`src/sv/sspc_pkg.sv`:
```
// ----------------------------------------------------------------------------
// sspc_pkg
// Shared types and constants of the sample stream prefetch controller.
// ----------------------------------------------------------------------------
package sspc_pkg;

    localparam int BLOCK_SAMPLES = 2048;
    localparam int BUF_BLOCKS    = 14;
    localparam int RECORDS       = 8;
    localparam int SLOTS         = 7;

    localparam int OFFSET_W  = 32;
    localparam int BLK_W     = 21;
    localparam int OFF_W     = $clog2(BLOCK_SAMPLES);
    localparam int DIFF_W    = $clog2(BUF_BLOCKS);
    localparam int IDX_W     = 15;
    localparam int REC_W     = 3;
    localparam int SLOT_W    = 3;
    localparam int CFG_IDX_W = 3;

    // Reciprocal used to align the loop start to a whole buffer.
    localparam int DIV_SH  = 28;
    localparam int DIV_MUL = (2**DIV_SH + BUF_BLOCKS - 1) / BUF_BLOCKS;

    localparam logic [CFG_IDX_W-1:0] CFG_START      = 3'd0;
    localparam logic [CFG_IDX_W-1:0] CFG_END        = 3'd1;
    localparam logic [CFG_IDX_W-1:0] CFG_LOOP_START = 3'd2;
    localparam logic [CFG_IDX_W-1:0] CFG_LOOPED     = 3'd3;

    localparam logic CMD_REQUEST = 1'b0;
    localparam logic CMD_DONE    = 1'b1;
    localparam logic KIND_ANSWER = 1'b0;
    localparam logic KIND_READ   = 1'b1;

    localparam logic [SLOT_W-1:0] SLOT_START = 3'd0;
    localparam logic [SLOT_W-1:0] SLOT_LOOP1 = 3'd1;
    localparam logic [SLOT_W-1:0] SLOT_LOOP2 = 3'd2;
    localparam logic [SLOT_W-1:0] SLOT_ROT0  = 3'd3;

    typedef struct packed {
        logic                command;
        logic [OFFSET_W-1:0] sample_offset;
        logic [REC_W-1:0]    done_record;
    } t_in;

    typedef struct packed {
        logic             kind;
        logic             hit;
        logic [REC_W-1:0] record;
        logic [IDX_W-1:0] sample_index;
        logic [BLK_W-1:0] read_block;
        logic             last;
    } t_out;

    typedef struct packed {
        logic             is_done;
        logic [BLK_W-1:0] blk;
        logic [OFF_W-1:0] ind;
        logic [REC_W-1:0] rec;
    } t_job;

    typedef struct packed {
        logic [BLK_W-1:0] start_blk;
        logic [BLK_W-1:0] end_blk;
        logic             looped;
        logic [BLK_W-1:0] loop_first;
    } t_cfg;

endpackage

```
`src/sv/sample_stream_prefetch_control_core.sv`:
```
// ----------------------------------------------------------------------------
// sample_stream_prefetch_control_core
// Sequence: a hit passes queue pop, one to four probe steps, three read-issue
// steps and one answer step; read and answer steps wait while the output is
// held. A miss is answered after a single probe in a fixed window, else after
// four. Completions: one per cycle while the back-end sequencer is idle; it
// handles one word at a time and takes no new word until done with the last.
// Reset: synchronous, active low; only the start buffer is present and ready.
// ----------------------------------------------------------------------------
module sample_stream_prefetch_control_core (
    input  logic                             i_clk,
    input  logic                             i_rst_n,
    input  logic                             i_in_valid,
    output logic                             o_in_ready,
    input  sspc_pkg::t_in                    i_in_data,
    output logic                             o_out_valid,
    input  logic                             i_out_ready,
    output sspc_pkg::t_out                   o_out_data,
    input  logic                             i_cfg_valid,
    output logic                             o_cfg_ready,
    input  logic [sspc_pkg::CFG_IDX_W-1:0]   i_cfg_index,
    input  logic [sspc_pkg::BLK_W-1:0]       i_cfg_data
);
    import sspc_pkg::*;

    logic [BLK_W-1:0]        r_start;
    logic [BLK_W-1:0]        r_end;
    logic [BLK_W-1:0]        r_lstart;
    logic                    r_looped;
    logic [BLK_W-1:0]        r_lfb;
    logic [BLK_W-1:0]        w_d;
    logic [BLK_W+DIV_SH-1:0] w_prod;
    logic [BLK_W-1:0]        w_q;
    logic [BLK_W-1:0]        w_lfb;
    logic                    w_cfg_wr;
    logic                    w_job_valid;
    logic                    w_job_pop;
    t_job                    w_job;
    t_cfg                    w_cfg;

    assign o_cfg_ready = 1'b1;
    assign w_cfg_wr    = i_cfg_valid && o_cfg_ready;

    // Loop start aligned down to a whole buffer past the start block.
    assign w_d    = r_lstart - r_start;
    assign w_prod = (BLK_W+DIV_SH)'(w_d) * (BLK_W+DIV_SH)'(DIV_MUL);
    assign w_q    = w_prod[BLK_W+DIV_SH-1:DIV_SH];
    assign w_lfb  = BLK_W'(w_q * BLK_W'(BUF_BLOCKS)) + r_start;

    always_ff @(posedge i_clk) begin
        if (!i_rst_n) begin
            r_start  <= '0;
            r_end    <= '0;
            r_lstart <= '0;
            r_looped <= 1'b0;
            r_lfb    <= '0;
        end else begin
            r_lfb <= r_looped ? w_lfb : '0;
            if (w_cfg_wr) begin
                case (i_cfg_index)
                    CFG_START:      r_start  <= i_cfg_data;
                    CFG_END:        r_end    <= i_cfg_data;
                    CFG_LOOP_START: r_lstart <= i_cfg_data;
                    CFG_LOOPED:     r_looped <= i_cfg_data[0];
                    default:        r_looped <= r_looped;
                endcase
            end
        end
    end

    always_comb begin
        w_cfg.start_blk  = r_start;
        w_cfg.end_blk    = r_end;
        w_cfg.looped     = r_looped;
        w_cfg.loop_first = r_lfb;
    end

    sspc_front u_front (
        .i_clk       (i_clk),
        .i_rst_n     (i_rst_n),
        .i_in_valid  (i_in_valid),
        .o_in_ready  (o_in_ready),
        .i_in_data   (i_in_data),
        .o_job_valid (w_job_valid),
        .o_job       (w_job),
        .i_job_pop   (w_job_pop)
    );

    sspc_back u_back (
        .i_clk       (i_clk),
        .i_rst_n     (i_rst_n),
        .i_job_valid (w_job_valid),
        .i_job       (w_job),
        .o_job_pop   (w_job_pop),
        .i_cfg       (w_cfg),
        .o_out_valid (o_out_valid),
        .i_out_ready (i_out_ready),
        .o_out_data  (o_out_data)
    );

endmodule

```
`src/sv/sspc_front.sv`:
```
// ----------------------------------------------------------------------------
// sspc_front
// Accepts input words, splits the offset into block and index, and queues
// them for the back end in a two-entry queue.
// ----------------------------------------------------------------------------
module sspc_front (
    input  logic           i_clk,
    input  logic           i_rst_n,
    input  logic           i_in_valid,
    output logic           o_in_ready,
    input  sspc_pkg::t_in  i_in_data,
    output logic           o_job_valid,
    output sspc_pkg::t_job o_job,
    input  logic           i_job_pop
);
    import sspc_pkg::*;

    t_job       r_q [0:1];
    logic       r_wp;
    logic       r_rp;
    logic [1:0] r_cnt;
    t_job       w_job;
    logic       w_push;
    logic       w_pop;

    assign o_in_ready  = (r_cnt != 2'd2);
    assign o_job_valid = (r_cnt != 2'd0);
    assign o_job       = r_q[r_rp];
    assign w_push      = i_in_valid && o_in_ready;
    assign w_pop       = i_job_pop && o_job_valid;

    always_comb begin
        w_job.is_done = (i_in_data.command == CMD_DONE);
        w_job.blk     = i_in_data.sample_offset[OFFSET_W-1:OFF_W];
        w_job.ind     = i_in_data.sample_offset[OFF_W-1:0];
        w_job.rec     = i_in_data.done_record;
    end

    always_ff @(posedge i_clk) begin
        if (!i_rst_n) begin
            r_wp  <= 1'b0;
            r_rp  <= 1'b0;
            r_cnt <= 2'd0;
        end else begin
            if (w_push) begin
                r_wp <= ~r_wp;
            end
            if (w_pop) begin
                r_rp <= ~r_rp;
            end
            r_cnt <= r_cnt + {1'b0, w_push} - {1'b0, w_pop};
        end
    end

    always_ff @(posedge i_clk) begin
        if (w_push) begin
            r_q[r_wp] <= w_job;
        end
    end

endmodule

```
`src/sv/sspc_back.sv`:
```
// ----------------------------------------------------------------------------
// sspc_back
// Resolves one queued word at a time: probes the buffer windows, issues the
// follow-on reads, and answers the request through an output register.
// ----------------------------------------------------------------------------
module sspc_back (
    input  logic           i_clk,
    input  logic           i_rst_n,
    input  logic           i_job_valid,
    input  sspc_pkg::t_job i_job,
    output logic           o_job_pop,
    input  sspc_pkg::t_cfg i_cfg,
    output logic           o_out_valid,
    input  logic           i_out_ready,
    output sspc_pkg::t_out o_out_data
);
    import sspc_pkg::*;

    localparam logic [1:0] ST_IDLE  = 2'd0;
    localparam logic [1:0] ST_PROBE = 2'd1;
    localparam logic [1:0] ST_REQ   = 2'd2;
    localparam logic [1:0] ST_ANS   = 2'd3;

    logic [1:0]        r_st;
    logic [BLK_W-1:0]  r_blk;
    logic [OFF_W-1:0]  r_ind;
    logic [1:0]        r_p;
    logic [1:0]        r_k;
    logic              r_fixed;
    logic [SLOT_W-1:0] r_c;
    logic [BLK_W:0]    r_nblk;
    logic [BLK_W-1:0]  r_bblk;
    logic [REC_W-1:0]  r_rec;
    logic              r_hit;
    logic [REC_W-1:0]  r_slot_rec [0:SLOTS-1];
    logic [SLOTS-1:0]  r_slot_pres;
    logic [RECORDS-1:0] r_ready;
    logic [BLK_W-1:0]  r_base [0:RECORDS-1];
    logic              r_ov;
    t_out              r_od;

    logic [RECORDS-1:0] w_live;
    logic [REC_W-1:0]   w_pick;
    logic [SLOT_W-1:0]  w_n;
    logic [SLOT_W-1:0]  w_sa;
    logic [REC_W-1:0]   w_srec;
    logic               w_spres;
    logic [BLK_W-1:0]   w_sbase;
    logic [BLK_W:0]     w_bend;
    logic               w_probe_hit;
    logic [BLK_W:0]     w_sw_end;
    logic [BLK_W:0]     w_l1_end;
    logic [BLK_W:0]     w_l2_end;
    logic               w_in_start;
    logic               w_in_l1;
    logic               w_in_l2;
    logic               w_skip;
    logic               w_isl1;
    logic               w_isl2;
    logic               w_isl;
    logic [SLOT_W-1:0]  w_ls;
    logic               w_ls_pres;
    logic [REC_W-1:0]   w_ls_rec;
    logic               w_need;
    logic               w_oload;
    logic               w_req_go;
    logic               w_oset;
    logic [SLOTS-1:0]   w_n_bit;
    logic [SLOTS-1:0]   w_ls_bit;
    t_out               w_read;
    t_out               w_ans;

    // A record is live while any present slot names it.
    always_comb begin
        w_live = '0;
        for (int i = 0; i < SLOTS; i++) begin
            if (r_slot_pres[i]) begin
                w_live[r_slot_rec[i]] = 1'b1;
            end
        end
    end

    // New reads take the lowest free record other than the start record.
    always_comb begin
        w_pick = REC_W'(1);
        for (int r = RECORDS - 1; r >= 1; r--) begin
            if (!w_live[r]) begin
                w_pick = REC_W'(r);
            end
        end
    end

    assign w_n     = SLOT_ROT0 + {1'b0, 2'(r_p + 2'd1 + r_k)};
    assign w_sa    = (r_st == ST_PROBE) ? r_c : w_n;
    assign w_srec  = r_slot_rec[w_sa];
    assign w_spres = r_slot_pres[w_sa];
    assign w_sbase = (w_srec == '0) ? i_cfg.start_blk : r_base[w_srec];
    assign w_bend  = {1'b0, w_sbase} + (BLK_W+1)'(BUF_BLOCKS);

    assign w_probe_hit = w_spres && (r_blk >= w_sbase) && ({1'b0, r_blk} < w_bend)
                         && r_ready[w_srec];

    assign w_sw_end = {1'b0, i_cfg.start_blk} + (BLK_W+1)'(BUF_BLOCKS);
    assign w_l1_end = {1'b0, i_cfg.loop_first} + (BLK_W+1)'(BUF_BLOCKS);
    assign w_l2_end = {1'b0, i_cfg.loop_first} + (BLK_W+1)'(2 * BUF_BLOCKS);

    assign w_in_start = (i_job.blk >= i_cfg.start_blk) && ({1'b0, i_job.blk} < w_sw_end);
    assign w_in_l1    = i_cfg.looped && (i_job.blk >= i_cfg.loop_first)
                        && ({1'b0, i_job.blk} < w_l1_end);
    assign w_in_l2    = i_cfg.looped && ({1'b0, i_job.blk} >= w_l1_end)
                        && ({1'b0, i_job.blk} < w_l2_end);

    assign w_skip    = r_nblk > {1'b0, i_cfg.end_blk};
    assign w_isl1    = i_cfg.looped && (r_nblk == {1'b0, i_cfg.loop_first});
    assign w_isl2    = i_cfg.looped && (r_nblk == w_l1_end);
    assign w_isl     = w_isl1 || w_isl2;
    assign w_ls      = w_isl1 ? SLOT_LOOP1 : SLOT_LOOP2;
    assign w_ls_pres = w_isl1 ? r_slot_pres[SLOT_LOOP1] : r_slot_pres[SLOT_LOOP2];
    assign w_ls_rec  = w_isl1 ? r_slot_rec[SLOT_LOOP1] : r_slot_rec[SLOT_LOOP2];
    assign w_n_bit   = SLOTS'(1) << w_n;
    assign w_ls_bit  = SLOTS'(1) << w_ls;

    assign w_need = !w_skip && (w_isl ? !w_ls_pres
                                      : (!w_spres || ({1'b0, w_sbase} != r_nblk)));

    assign w_oload  = !r_ov || i_out_ready;
    assign w_req_go = !w_need || w_oload;
    assign w_oset   = ((r_st == ST_REQ) && w_req_go && w_need)
                      || ((r_st == ST_ANS) && w_oload);

    assign o_job_pop   = (r_st == ST_IDLE) && i_job_valid;
    assign o_out_valid = r_ov;
    assign o_out_data  = r_od;

    always_comb begin
        w_read.kind         = KIND_READ;
        w_read.hit          = 1'b0;
        w_read.record       = w_pick;
        w_read.sample_index = '0;
        w_read.read_block   = r_nblk[BLK_W-1:0];
        w_read.last         = 1'b0;

        w_ans.kind       = KIND_ANSWER;
        w_ans.hit        = r_hit;
        w_ans.read_block = '0;
        w_ans.last       = 1'b1;
        if (r_hit) begin
            w_ans.record       = r_rec;
            w_ans.sample_index = {DIFF_W'(r_blk - r_bblk), r_ind};
        end else begin
            w_ans.record       = '0;
            w_ans.sample_index = '0;
        end
    end

    always_ff @(posedge i_clk) begin
        if (!i_rst_n) begin
            r_st        <= ST_IDLE;
            r_ov        <= 1'b0;
            r_slot_pres <= SLOTS'(1);
            r_ready     <= RECORDS'(1);
            for (int i = 0; i < SLOTS; i++) begin
                r_slot_rec[i] <= '0;
            end
        end else begin
            r_ov <= w_oset || (r_ov && !i_out_ready);
            case (r_st)
                ST_IDLE: begin
                    if (i_job_valid) begin
                        if (i_job.is_done) begin
                            if ((i_job.rec != '0) && w_live[i_job.rec]) begin
                                r_ready[i_job.rec] <= 1'b1;
                            end
                        end else begin
                            r_blk <= i_job.blk;
                            r_ind <= i_job.ind;
                            r_p   <= 2'd0;
                            r_st  <= ST_PROBE;
                            if (w_in_start) begin
                                r_c     <= SLOT_START;
                                r_fixed <= 1'b1;
                            end else if (w_in_l1) begin
                                r_c     <= SLOT_LOOP1;
                                r_fixed <= 1'b1;
                            end else if (w_in_l2) begin
                                r_c     <= SLOT_LOOP2;
                                r_fixed <= 1'b1;
                            end else begin
                                r_c     <= SLOT_ROT0;
                                r_fixed <= 1'b0;
                            end
                        end
                    end
                end
                ST_PROBE: begin
                    if (w_probe_hit) begin
                        r_hit  <= 1'b1;
                        r_bblk <= w_sbase;
                        r_rec  <= w_srec;
                        r_nblk <= w_bend;
                        r_k    <= 2'd0;
                        r_st   <= ST_REQ;
                    end else if (r_fixed || (r_p == 2'd3)) begin
                        r_hit <= 1'b0;
                        r_st  <= ST_ANS;
                    end else begin
                        r_p <= r_p + 2'd1;
                        r_c <= r_c + SLOT_W'(1);
                    end
                end
                ST_REQ: begin
                    if (w_req_go) begin
                        if (w_need) begin
                            r_od            <= w_read;
                            r_ready[w_pick] <= 1'b0;
                            r_slot_rec[w_n] <= w_pick;
                            r_slot_pres     <= r_slot_pres | w_n_bit
                                               | (w_isl ? w_ls_bit : '0);
                            if (w_isl) begin
                                r_slot_rec[w_ls] <= w_pick;
                            end
                        end else if (!w_skip && w_isl) begin
                            r_slot_rec[w_n] <= w_ls_rec;
                            r_slot_pres     <= r_slot_pres | w_n_bit;
                        end
                        r_k    <= r_k + 2'd1;
                        r_nblk <= r_nblk + (BLK_W+1)'(BUF_BLOCKS);
                        if (r_k == 2'd2) begin
                            r_st <= ST_ANS;
                        end
                    end
                end
                ST_ANS: begin
                    if (w_oload) begin
                        r_od <= w_ans;
                        r_st <= ST_IDLE;
                    end
                end
                default: begin
                    r_st <= ST_IDLE;
                end
            endcase
        end
    end

    always_ff @(posedge i_clk) begin
        if ((r_st == ST_REQ) && w_req_go && w_need) begin
            r_base[w_pick] <= r_nblk[BLK_W-1:0];
        end
    end

endmodule
```
`config.mk`:
```
export PLATFORM = sky130hd
export DESIGN_NAME = sample_stream_prefetch_control_core
export DESIGN_NICKNAME = d
export VERILOG_FILES = /design/src/sv/sspc_pkg.sv /design/src/sv/sample_stream_prefetch_control_core.sv /design/src/sv/sspc_front.sv /design/src/sv/sspc_back.sv
export SDC_FILE = /design/constraint.sdc
export NUM_CORES = 1
export LEC_CHECK = 0
export ABC_CLOCK_PERIOD_IN_PS = 37400
export CAP_MARGIN = 20
export CORE_ASPECT_RATIO = 0.7
export CORE_MARGIN = 5
export CORE_UTILIZATION = 60
export DETAILED_ROUTE_END_ITERATION = 12
export DONT_BUFFER_PORTS = 1
export PLACE_DENSITY = 0.8
export SYNTH_ARGS = -nofsm -noshare
export SYNTH_HDL_FRONTEND = slang
export SYNTH_SLANG_ARGS = --single-unit
```
`constraint.sdc`:
```
create_clock -name i_clk -period 37.4 [get_ports i_clk]
set_clock_uncertainty 0.05 [all_clocks]
set_input_delay 3.74 -clock i_clk [delete_from_list [all_inputs] [get_ports i_clk]]
set_output_delay 3.74 -clock i_clk [all_outputs]
set_load 0.02 [all_outputs]
```
# ---- After elaboration in Yosys (flattened, before gate mapping)
# Memories as Yosys holds them, arrays and structs flattened. A register that Yosys moved wholly into a read port is not among the register bits.
# Cells that the tools add are included.
dict set report totals {
  ff_bits 219
  mem_bits_rw 261
  inputBits 65
  output_inout_bits 45
  elab_cells 306
  n_memories 3
}
dict set report classes {
  n_addsub 15
  n_mul 2
  order_cmp 29
  n_eq_ne 24
  shifts 2
  muxes 118
  n_bitwise 15
  n_reduce_logical 70
}
# name words width rd rd_ports_with_merged_regs wr line_no
set memory_table {}
lappend memory_table {u_back.r_base 8 21 1 0 1 sspc_back.sv:38} ;# logic [BLK_W-1:0] r_base [0:RECORDS-1];
lappend memory_table {u_front.r_q 2 36 1 1 1 sspc_front.sv:18} ;# t_job r_q [0:1];
lappend memory_table {u_back.r_slot_rec 7 3 8 0 7 sspc_back.sv:35} ;# logic [REC_W-1:0] r_slot_rec [0:SLOTS-1];
# op count
set op_table {}
lappend op_table {{42-bit two-way mux} 3}
lappend op_table {{8-bit two-way mux} 12}
lappend op_table {{21-bit by 22-bit < comparator with 1-bit output} 4}
lappend op_table {{42-bit one-hot mux with 2 select lines} 1}
lappend op_table {{21-bit by 4-bit adder with 22-bit output (second input constant)} 3}
lappend op_table {{21-bit greater-or-equal comparator} 3}
lappend op_table {{3-bit two-way mux} 20}
lappend op_table {{8-bit bitwise OR} 7}
lappend op_table {{21-bit by 24-bit multiplier with 45-bit output (second input constant)} 1}
lappend op_table {{3-bit by 4-bit < comparator with 1-bit output (second input constant)} 11}
lappend op_table {{22-bit two-way mux} 2}
lappend op_table {{22-bit one-hot mux with 2 select lines} 1}
lappend op_table {{1-bit two-way mux} 43}
lappend op_table {{1-bit logical AND} 29}
lappend op_table {{2-bit two-way mux} 14}
lappend op_table {{1-bit demux with 3-bit select} 9}
lappend op_table {{3-bit by 1-bit greater-or-equal comparator with 1-bit output (second input constant)} 9}
lappend op_table {{21-bit by 5-bit adder with 22-bit output (second input constant)} 1}
lappend op_table {{22-bit by 4-bit adder with 22-bit output (second input constant)} 1}
lappend op_table {{22-bit by 21-bit equality test with 1-bit output} 1}
lappend op_table {{22-bit equality test} 1}
lappend op_table {{21-bit by 22-bit greater-or-equal comparator with 1-bit output} 1}
lappend op_table {{22-bit by 21-bit > comparator with 1-bit output} 1}
lappend op_table {{21-bit by 22-bit != test with 1-bit output} 1}
lappend op_table {{other kinds (44)} 96}

# ---- Longest topological paths before layout
# Gate-level depths: netlist of run 1.
# An unclocked memory read counts as a cell.
dict set report logic_depth {
  depth_word 34
  ltp_mapped 61
  ltp_nobuf 61
}

# ---- Hierarchy
# Synthesis of run 1 repeated with hierarchy kept, for this count alone.
dict set report hier_totals {
  hier_cells 3372
  area_unflattened_um2 34732.1
}
# module instances cells_each area_per_inst_um2 seq_area_each_um2
set by_module_without_submodules {}
lappend by_module_without_submodules {sspc_back 1 1875 19964.1 8858.5}
lappend by_module_without_submodules {sample_stream_prefetch_control_core 1 1361 11781.3 1701.6}
lappend by_module_without_submodules {sspc_front 1 136 2986.6 2262.2}

# ---- Worst setup path after synthesis of run 1
# No wires, ideal clock.
dict set report synth_path {
  kind {flip-flop to flip-flop}
  startpoint {register r_start[0]}
  endpoint {register r_lfb[20]}
  setup_ns 0.128
  t_arrival_ns 11.979
  required_ns 37.222
  setup_slack_ns 25.244
  path_stages_with_launch 57
  path_buffers 0
  synth_period_minus_slack_ns 12.156
  cell_sequence {dfxtp_1 ha_1 inv_1 fa_1 a21o_1 a21oi_1 o21ai_0 a21oi_1 o21bai_1 a21oi_1 o21ai_0 o211ai_1 a211o_1 o21ai_0 or4_1 a31o_2 a21o_1 xnor2_1 [... 21 more ...] fa_1 a21o_1 a21oi_1 o21bai_1 a21oi_1 o21bai_1 a21oi_1 o21bai_1 a21oi_1 o21ai_0 xor2_1 ha_1 and4_1 a221oi_1 a211o_1 o21ai_0 xnor2_1 nor2_1}
}
dict set report synth_between {
  elab_chain_cells 4
}
# item line_no
set synth_rtl {}
lappend synth_rtl {{start, declared} sample_stream_prefetch_control_core.sv:26} ;# logic [BLK_W-1:0] r_start;
lappend synth_rtl {{start signal, assigned} sample_stream_prefetch_control_core.sv:61} ;# CFG_START: r_start <= i_cfg_data;
lappend synth_rtl {{21-bit subtractor} sample_stream_prefetch_control_core.sv:45} ;# assign w_d = r_lstart - r_start;
lappend synth_rtl {{21-bit by 24-bit multiplier with 45-bit output} sample_stream_prefetch_control_core.sv:46} ;# assign w_prod = (BLK_W+DIV_SH)'(w_d) * (BLK_W+DIV_SH)'(DIV_MUL);
lappend synth_rtl {{18-bit by 3-bit multiplier with 20-bit output} sample_stream_prefetch_control_core.sv:48} ;# assign w_lfb = BLK_W'(w_q * BLK_W'(BUF_BLOCKS)) + r_start;
lappend synth_rtl {{21-bit adder (*)} sample_stream_prefetch_control_core.sv:48}
lappend synth_rtl {{end signal, assigned} sample_stream_prefetch_control_core.sv:58} ;# r_lfb <= r_looped ? w_lfb : '0;
lappend synth_rtl {{end, declared} sample_stream_prefetch_control_core.sv:30} ;# logic [BLK_W-1:0] r_lfb;
# Every way passes the cells marked *; elsewhere a longest branch is shown, timed or not.
# A chain may end at the register's enable or synchronous reset.

# ---- Worst setup path in the final report of run 1
dict set report layout_path {
  startpoint {register r_start[1]}
  endpoint {register r_lfb[20]}
}
# Same word-level chain as after synthesis.

==> metrics.md, run 1 <==
| Metric | Value |
|---|---|
| Top cell type's share of synthesized area | about a third |
| Max-slew violations | 0 |
| Fin crit period | between 10 and 15 ns |
| Vias in the first global route | 25200 |
| Total core area | 0.0553 mm² |
| Synth Area in Adders | between 20% and 30% |
| Max_slew headroom | between 20% and 30% |
| Post-DP HPWL | about 81000 µm |
| Max incr delay on CP | approximately 0.55 ns |
| CP Launch Type | flop |
| Final setup vio count | 0 |
| Post-synth top flop | edfxtp_1 |
| Register area | between 0.01 and 0.015 mm² |
| I/O pins | 110 |
| DR WL/cell | 26.1 µm |
| Post-route setup TNS | 0 ns |
| XOR/XNOR share of the synthesized area | 6.14% |
| Synth area leader | edfxtp_1 |
| Rows | 72 |
| Via count | roughly 26000 |
| FMAX | 72.5 MHz |
| Synth Cell Area | around 0.034 mm² |
| Top delay family on crit path | compound AO/OA/AOI/OAI gates |
| Async S/R FF share, synth | 0% |
| CTS Hold Bufs | 0 |
| Syn_nets | ~3800 |
| Clk sinks | roughly 460 |
| Max FO, Critical Path | 6 |
| Compound-gate portion of the synthesized area | a little over a tenth |
| Gr ovfl total | 0 |
| Postcts setup bufs | 0 |
| Die height | roughly 210 µm |
| Worst slew pin tran | approximately 1.1 ns |
| Largest family of logic cells by synthesized area | adder cells |
| DRT Pass-1 Iters | 7 |
| Post-DR vias/cell | about 6.5 |
| Pin count of the biggest net entering global routing | 80 |
| Yosys cell types | approximately 90 |
| Synth Area per Inst | just over 10 µm² |
| Yosys warns | 0 |
| Crit share post-route | 36.9% |
| Die W | just under 300 µm |
| Mapped Cells | roughly 3300 |
| Critical Path RT | roughly 38 ns |
| CTS Buf Count | 44 |
| Worst hold path type | reg -> reg |
| Worst path bufs/invs | 6 |
| Status | finished clean |
| Hold Vio Cnt, Final | 0 |
| Drt total wl | roughly 110000 µm |
| Full die area | 0.0608 mm² |
| Multi-input logic area | between 0.015 and 0.02 mm² |
| Critical path class | reg -> reg |
| Clock slew seen by the registers of the worst setup and hold paths | approximately 0.070 ns |
| RSZ-0062 raised after global routing | no |
| GPL Wtd Cong | 1.02 |
| Clk Latency, worst-skew pair | 0.60 ns |
| Initial antenna violation count | 6 |
| Synthesized flop and latch total | approximately 460 |
| Most common cell after layout, fill and taps aside | ha_1 |
| Crit end category | flop |
| CP max stage cell | fa_1 |
| Area Overhead vs Synth | 7.40% |
| Most frequent cells in the layout | ha_1 (431), edfxtp_1 (355), inv_1 (321) |
| H-Tree Depth | 2 |
| Simple-gate area share of the yosys netlist | a little over an eighth |
| Crit path DAT | between 10 and 15 ns |
| CTS tree | done |
| Sequential fraction of the synthesis area | 38.2% |
| Top cells by area, synth | edfxtp_1 (32%), ha_1 (16%), dfxtp_1 (6.4%) |
| Max-cap violations | 0 |
| Initial core utilization | around three fifths |
| Post_cts resized | 0 |
| Port-buffer cells | 0 |
| Post-synth EDFFs | between 300 and 400 |
| Initial DRC count | around 3200 |
| Antenna Cells | 0 |
| Fill cells | about 4300 |
| Root buf cell | clkbuf_16 |
| Clock tree buffer depth | 3 |
| Nets@finish | 3833 |
| Mux share of post-synthesis cell area | about 5.1% |
| Fraction of layout cells with a size suffix above 1 | roughly 7.1% |
| Global-route wire length before repair | between 150000 and 200000 µm |
| GRT Overall Usage | 33.6% |
| # DRC | 0 |
| Routed Antenna Nets | 0 |
==> worst reg2reg max path, delay by kind of cell (launching register included) <==
family	cells	cell delay [ns]
AND/OR/NAND/NOR	4	0.53
AO/OA/AOI/OAI	29	6.22
XOR/XNOR	4	1.06
flip-flops	1	0.43
adder cells (fa/ha/maj)	12	4.89
buffers and inverters	6	0.48
==> Yosys cell counts (59+ instances only) <==
cell and instances:
a21oi_1 170, o21ai_0 98, ha_1 431, dfxtp_1 108, edfxtp_1 355, xor2_1 95, nand3_1 59, nor3_1 63
fa_1 93, a21o_1 70, nor2_1 178, inv_1 321, nand4_1 68, xnor2_1 140, nand2_1 312, mux2i_1 94
clkbuf_1 81
==> registers in the layout (all words and copies together) (netlist names), 2 cells and up, named ones only <==
register,flops
u_back.r_bblk,4
u_back.r_c,3
r_start,21
u_back.r_ind,11
u_back.r_st,2
u_back.r_slot_pres,7
u_back.r_p,2
u_front.r_cnt,2
u_back.r_nblk,22
u_back.r_slot_rec,24
u_front.r_q,72
u_back.o_out_data,42
r_end,21
u_back.r_rec,3
r_lstart,21
u_back.r_blk,21
u_back.r_ready,8
u_back.r_base,147
u_back.r_k,2
r_lfb,21
==> metal layers <==
metal | part of all wire [%] | GRT usage, % | vias up | wire [µm]
li1 | - | - | 11600 | -
met1 | 43 | 51.8 | 12600 | 45300
met2 | 39 | 45.5 | 1562 | 41300
met3 | 15 | 11.7 | 214 | 16000
met4 | 2.3 | 7.19 | 4 | 2400
met5 | 0.024 | 0 | - | 25
==> worst paths after layout <==
kind,from,end,slack (ns),cells past startpoint
max,r_start[1]$_SDFFE_PN0P_,r_lfb[20]$_SDFF_PN0_,23.61,55
min,u_back.r_ready[0]$_SDFFE_PN1P_,u_back.r_ready[0]$_SDFFE_PN1P_,0.40,1
max reg2reg,r_start[1]$_SDFFE_PN0P_,r_lfb[20]$_SDFF_PN0_,23.61,55
min reg2reg,u_back.r_ready[0]$_SDFFE_PN1P_,u_back.r_ready[0]$_SDFFE_PN1P_,0.40,1
==> through the flow <==
| step | std cells | area, µm² | utilization, % | hold slack [ns] | setup WS (ns) |
|---|---|---|---|---|---|
| 6_report | 4020 | 36000 | 65.1 | 0.396 | 23.61 |
| 5_1_grt | 4020 | 36000 | 65.1 | 0.406 | 22.77 |
| 4_1_cts | 4018 | 36000 | 65.1 | 0.394 | 23.79 |
| 3_5_place_dp | 3936 | 34400 | 62.2 | 0.375 | 23.84 |
| 3_3_place_gp | 3936 | 34400 | 62.2 | 0.373 | 24.18 |
| 2_1_floorplan | 3257 | 33500 | - | 0.360 | 25.24 |
==> cell type report <==
cell class                      count  share of cell area (%)
Sequential cell                   463                    35.6
Clock inverter                     25                   0.813
Clock buffer                       57                    3.53
Inverter                          325                    3.39
Timing Repair Buffer               52                    1.12
Tap cell                          740                    2.57
Multi-Input combinational cell   2358                    53.0
==> cell families after synthesis <==
group	Yosys count
flops	463
xor+xnor	235
simple gates	901
fa+ha+maj	524
mux	152
compound gates	545
buf+inv	436
other cells	1
Power of run 1 is not shown: default switching activity piles up to over one toggle a cycle in this logic, so the estimate is an artifact.
==> run 2: changes to the inputs <==
--- a/config.mk
+++ b/config.mk
@@ -5,14 +5,14 @@
 export SDC_FILE = /design/constraint.sdc
 export NUM_CORES = 1
 export LEC_CHECK = 0
-export ABC_CLOCK_PERIOD_IN_PS = 37400
+export ABC_CLOCK_PERIOD_IN_PS = 11700
 export CAP_MARGIN = 20
 export CORE_ASPECT_RATIO = 0.7
 export CORE_MARGIN = 5
-export CORE_UTILIZATION = 60
+export CORE_UTILIZATION = 59
 export DETAILED_ROUTE_END_ITERATION = 12
 export DONT_BUFFER_PORTS = 1
-export PLACE_DENSITY = 0.8
+export PLACE_DENSITY = 0.82
 export SYNTH_ARGS = -nofsm -noshare
 export SYNTH_HDL_FRONTEND = slang
 export SYNTH_SLANG_ARGS = --single-unit
==> constraint.sdc (replaced) <==
create_clock -name i_clk -period 11.7 [get_ports i_clk]
set_clock_uncertainty 0.05 [all_clocks]
set_input_delay 1.17 -clock i_clk [delete_from_list [all_inputs] [get_ports i_clk]]
set_output_delay 1.17 -clock i_clk [all_outputs]
set_load 0.02 [all_outputs]
==> run 2 against run 1 <==
  * The run now ends with negative setup slack left
  * Clock-buffer cell count up 3
  * Sequential share of layout area is 2.1 points lower
  * Setup slack worse by 24 ns
  * Maximum frequency rose by 13%
  * Global-route usage decreased by 1.8 points
  * Highest routed layer is now met4
  * Worst hold slack better by 0.0085 ns
  * Cell area up 6.2%
  * Via count grew 2.4%
  * Core utilization up 2.5 points
  * Routed wire length decreased by 2.0%
  * Die area up 1.6%
==> metrics.md, run 2 (same netlist as run 1, synthesis figures left out) <==
| Metric | Value |
|---|---|
| RSZ-0062 raised after global routing | yes |
| I/O pins | 110 (unchanged) |
| Fin crit period | 12.22 ns (-1.57 ns) |
| Drt total wl | 103000 µm (-2.0%) |
| Initial antenna violation count | 1 (-5) |
| CTS tree | done |
| Die height | 209 µm (+0.80%) |
| Worst R2R End | r_lfb[20]$_SDFF_PN0_ |
| Most common cell after layout, fill and taps aside | ha_1 |
| Crit share post-route | 104% (+68 points) |
| Hold Path End | r_end[16]$_SDFFE_PN0P_ |
| Max-slew violations | 0 (unchanged) |
| Gr ovfl total | 0 (unchanged) |
| Reg-to-reg startpoint | r_lstart[0]$_SDFFE_PN0P_ |
| GPL Wtd Cong | 1.02 (about the same) |
| Routed Antenna Nets | 0 (unchanged) |
| Root buf cell | clkbuf_16 |
| CTS Buf Count | 44 (unchanged) |
| FMAX | 81.8 MHz (+13%) |
| Crit path DAT | 12.60 ns (-1.58 ns) |
| Crit path top cell by count | inv_2 |
| Rows | 73 (+1.4%) |
| Worst reg-to-reg path cell count | 58 (+5.5%) |
| Nets@finish | 4026 (+5.0%) |
| R2R Setup Slk | -0.52 ns (-24.13 ns) |
| Clk sinks | 463 (unchanged) |
| Full die area | 0.0618 mm² (+1.6%) |
| # DRC | 0 (unchanged) |
| Total core area | 0.0565 mm² (+2.2%) |
| Setup WS post-layout | -0.521 ns (-24.13 ns) |
| Clock slew seen by the registers of the worst setup and hold paths | 0.07 ns (about the same) |
| Most frequent cells in the layout | ha_1 (404), edfxtp_1 (355), nand2_1 (311) |
| Fraction of layout cells with a size suffix above 1 | 15.6% (+8.4 points) |
| Status | complete, but fails checks |
| Post-route setup TNS | -2.78 ns (-2.78 ns) |
| Hold Vio Cnt, Final | 0 (unchanged) |
| CP max stage cell | fa_1 |
| Max-cap violations | 0 (unchanged) |
| Max FFs per register | 147 (unchanged) |
| DR WL/cell | 24.4 µm (-6.7%) |
| Die W | 295 µm (+0.82%) |
| Critical path class | reg -> reg |
| Via count | 26600 (+2.4%) |
| Area Overhead vs Synth | 14.0% |
| Hold_sp | r_end[16]$_SDFFE_PN0P_ |
| Most flops, register | u_back.r_base |
| Crit end category | flop |
| DRT Pass-1 Iters | 9 (+2) |
| Max FO, Critical Path | 4 (-2) |
| Vias in the first global route | 25200 (-0.063%) |
| Worst slew pin tran | 1.11 ns (+0.0422 ns) |
| Pin count of the biggest net entering global routing | 80 (unchanged) |
| CP Launch Type | flop |
| Post-DP HPWL | 76100 µm (-6.4%) |
| Initial DRC count | 3233 (+1.3%) |
| Clock tree buffer depth | 3 (unchanged) |
| Worst hold path type | reg -> reg |
| Max incr delay on CP | 0.58 ns (+0.03 ns) |
| Port-buffer cells | 0 (unchanged) |
| Critical Path RT | 12.08 ns (-25.72 ns) |
| WHS Path Cells | 2 (+1) |
| Failing checks | negative setup slack |
| Global-route wire length before repair | 152000 µm (-2.8%) |
| Clk Latency, worst-skew pair | 0.57 ns (-0.03 ns) |
| GRT Overall Usage | 31.7% (-1.8 points) |
| Post-DR vias/cell | 6.29 (-2.5%) |
| Initial core utilization | 59.3% (-1.3 points) |
| H-Tree Depth | 2 (unchanged) |
| Final setup vio count | 7 (+7) |
| Max_slew headroom | 25.7% (-2.8 points) |
-- run 2: final cells by class --
class	count	area [µm²]
clock inverters	21	205
repair buffers	245	1880
diodes	2	5.00
multi-input cells	2358	19900
fillers	3948	18300
inverters	325	1220
clock buffers	60	1280
well taps	750	938
flip-flops and latches	463	12800
-- run 2: layer usage --
| layer | up-vias | routed length [µm] | GRT usage [%] |
|---|---|---|---|
| met5 | - | 0 | 0.629 |
| met1 | 12800 | 42900 | 47.5 |
| met3 | 216 | 16100 | 13.2 |
| li1 | 12000 | - | - |
| met2 | 1613 | 41400 | 43.6 |
| met4 | 0 | 2500 | 5.56 |
-- run 2: worst max-delay path by stage --
stage | from | end | slack, ns | cells after the start
after global placement | r_start[1]$_SDFFE_PN0P_ | r_lfb[19]$_SDFF_PN0_ | -0.52 | 52
after global routing | r_start[1]$_SDFFE_PN0P_ | r_lfb[20]$_SDFF_PN0_ | -0.96 | 58
after CTS | r_lstart[0]$_SDFFE_PN0P_ | r_lfb[20]$_SDFF_PN0_ | -0.23 | 57
after detailed placement | r_start[1]$_SDFFE_PN0P_ | r_lfb[19]$_SDFF_PN0_ | -0.83 | 52
final | r_lstart[0]$_SDFFE_PN0P_ | r_lfb[20]$_SDFF_PN0_ | -0.52 | 58
after floorplan | r_start[0]$_SDFFE_PN0P_ | r_lfb[20]$_SDFF_PN0_ | 0.02 | 56
-- run 2: repair_timing --
action	4_1_cts	5_1_grt
pin swaps	55	90
resized for setup	70	90
buffers inserted	14	16
setup endpoints to repair	10	11
hold buffers	0	0
-- run 2: per-stage QoR --
stage	instance area, µm²	hold WS (ns)	utilization (%)	cells	setup slack [ns]
floorplan	33600	0.360	-	3257	0.0229
CTS	37600	0.407	66.5	4205	-0.232
finish	38200	0.405	67.6	4224	-0.521
detailed placement	35700	0.398	63.2	4110	-0.825
global placement	35700	0.394	63.2	4110	-0.517
global route	38200	0.427	67.6	4222	-0.960
-- run 2: critical path: cells and delay by family (launching register included) --
kind,cells,cell delay [ns]
AOI/OAI and AO/OA,24,4.50
xor gates and xnor gates,4,0.58
adders and majority gates,12,4.59
buffers and inverters,11,0.88
DFF,1,0.33
and+or+nand+nor,7,1.19
Power of run 2 is left out for the same reason.
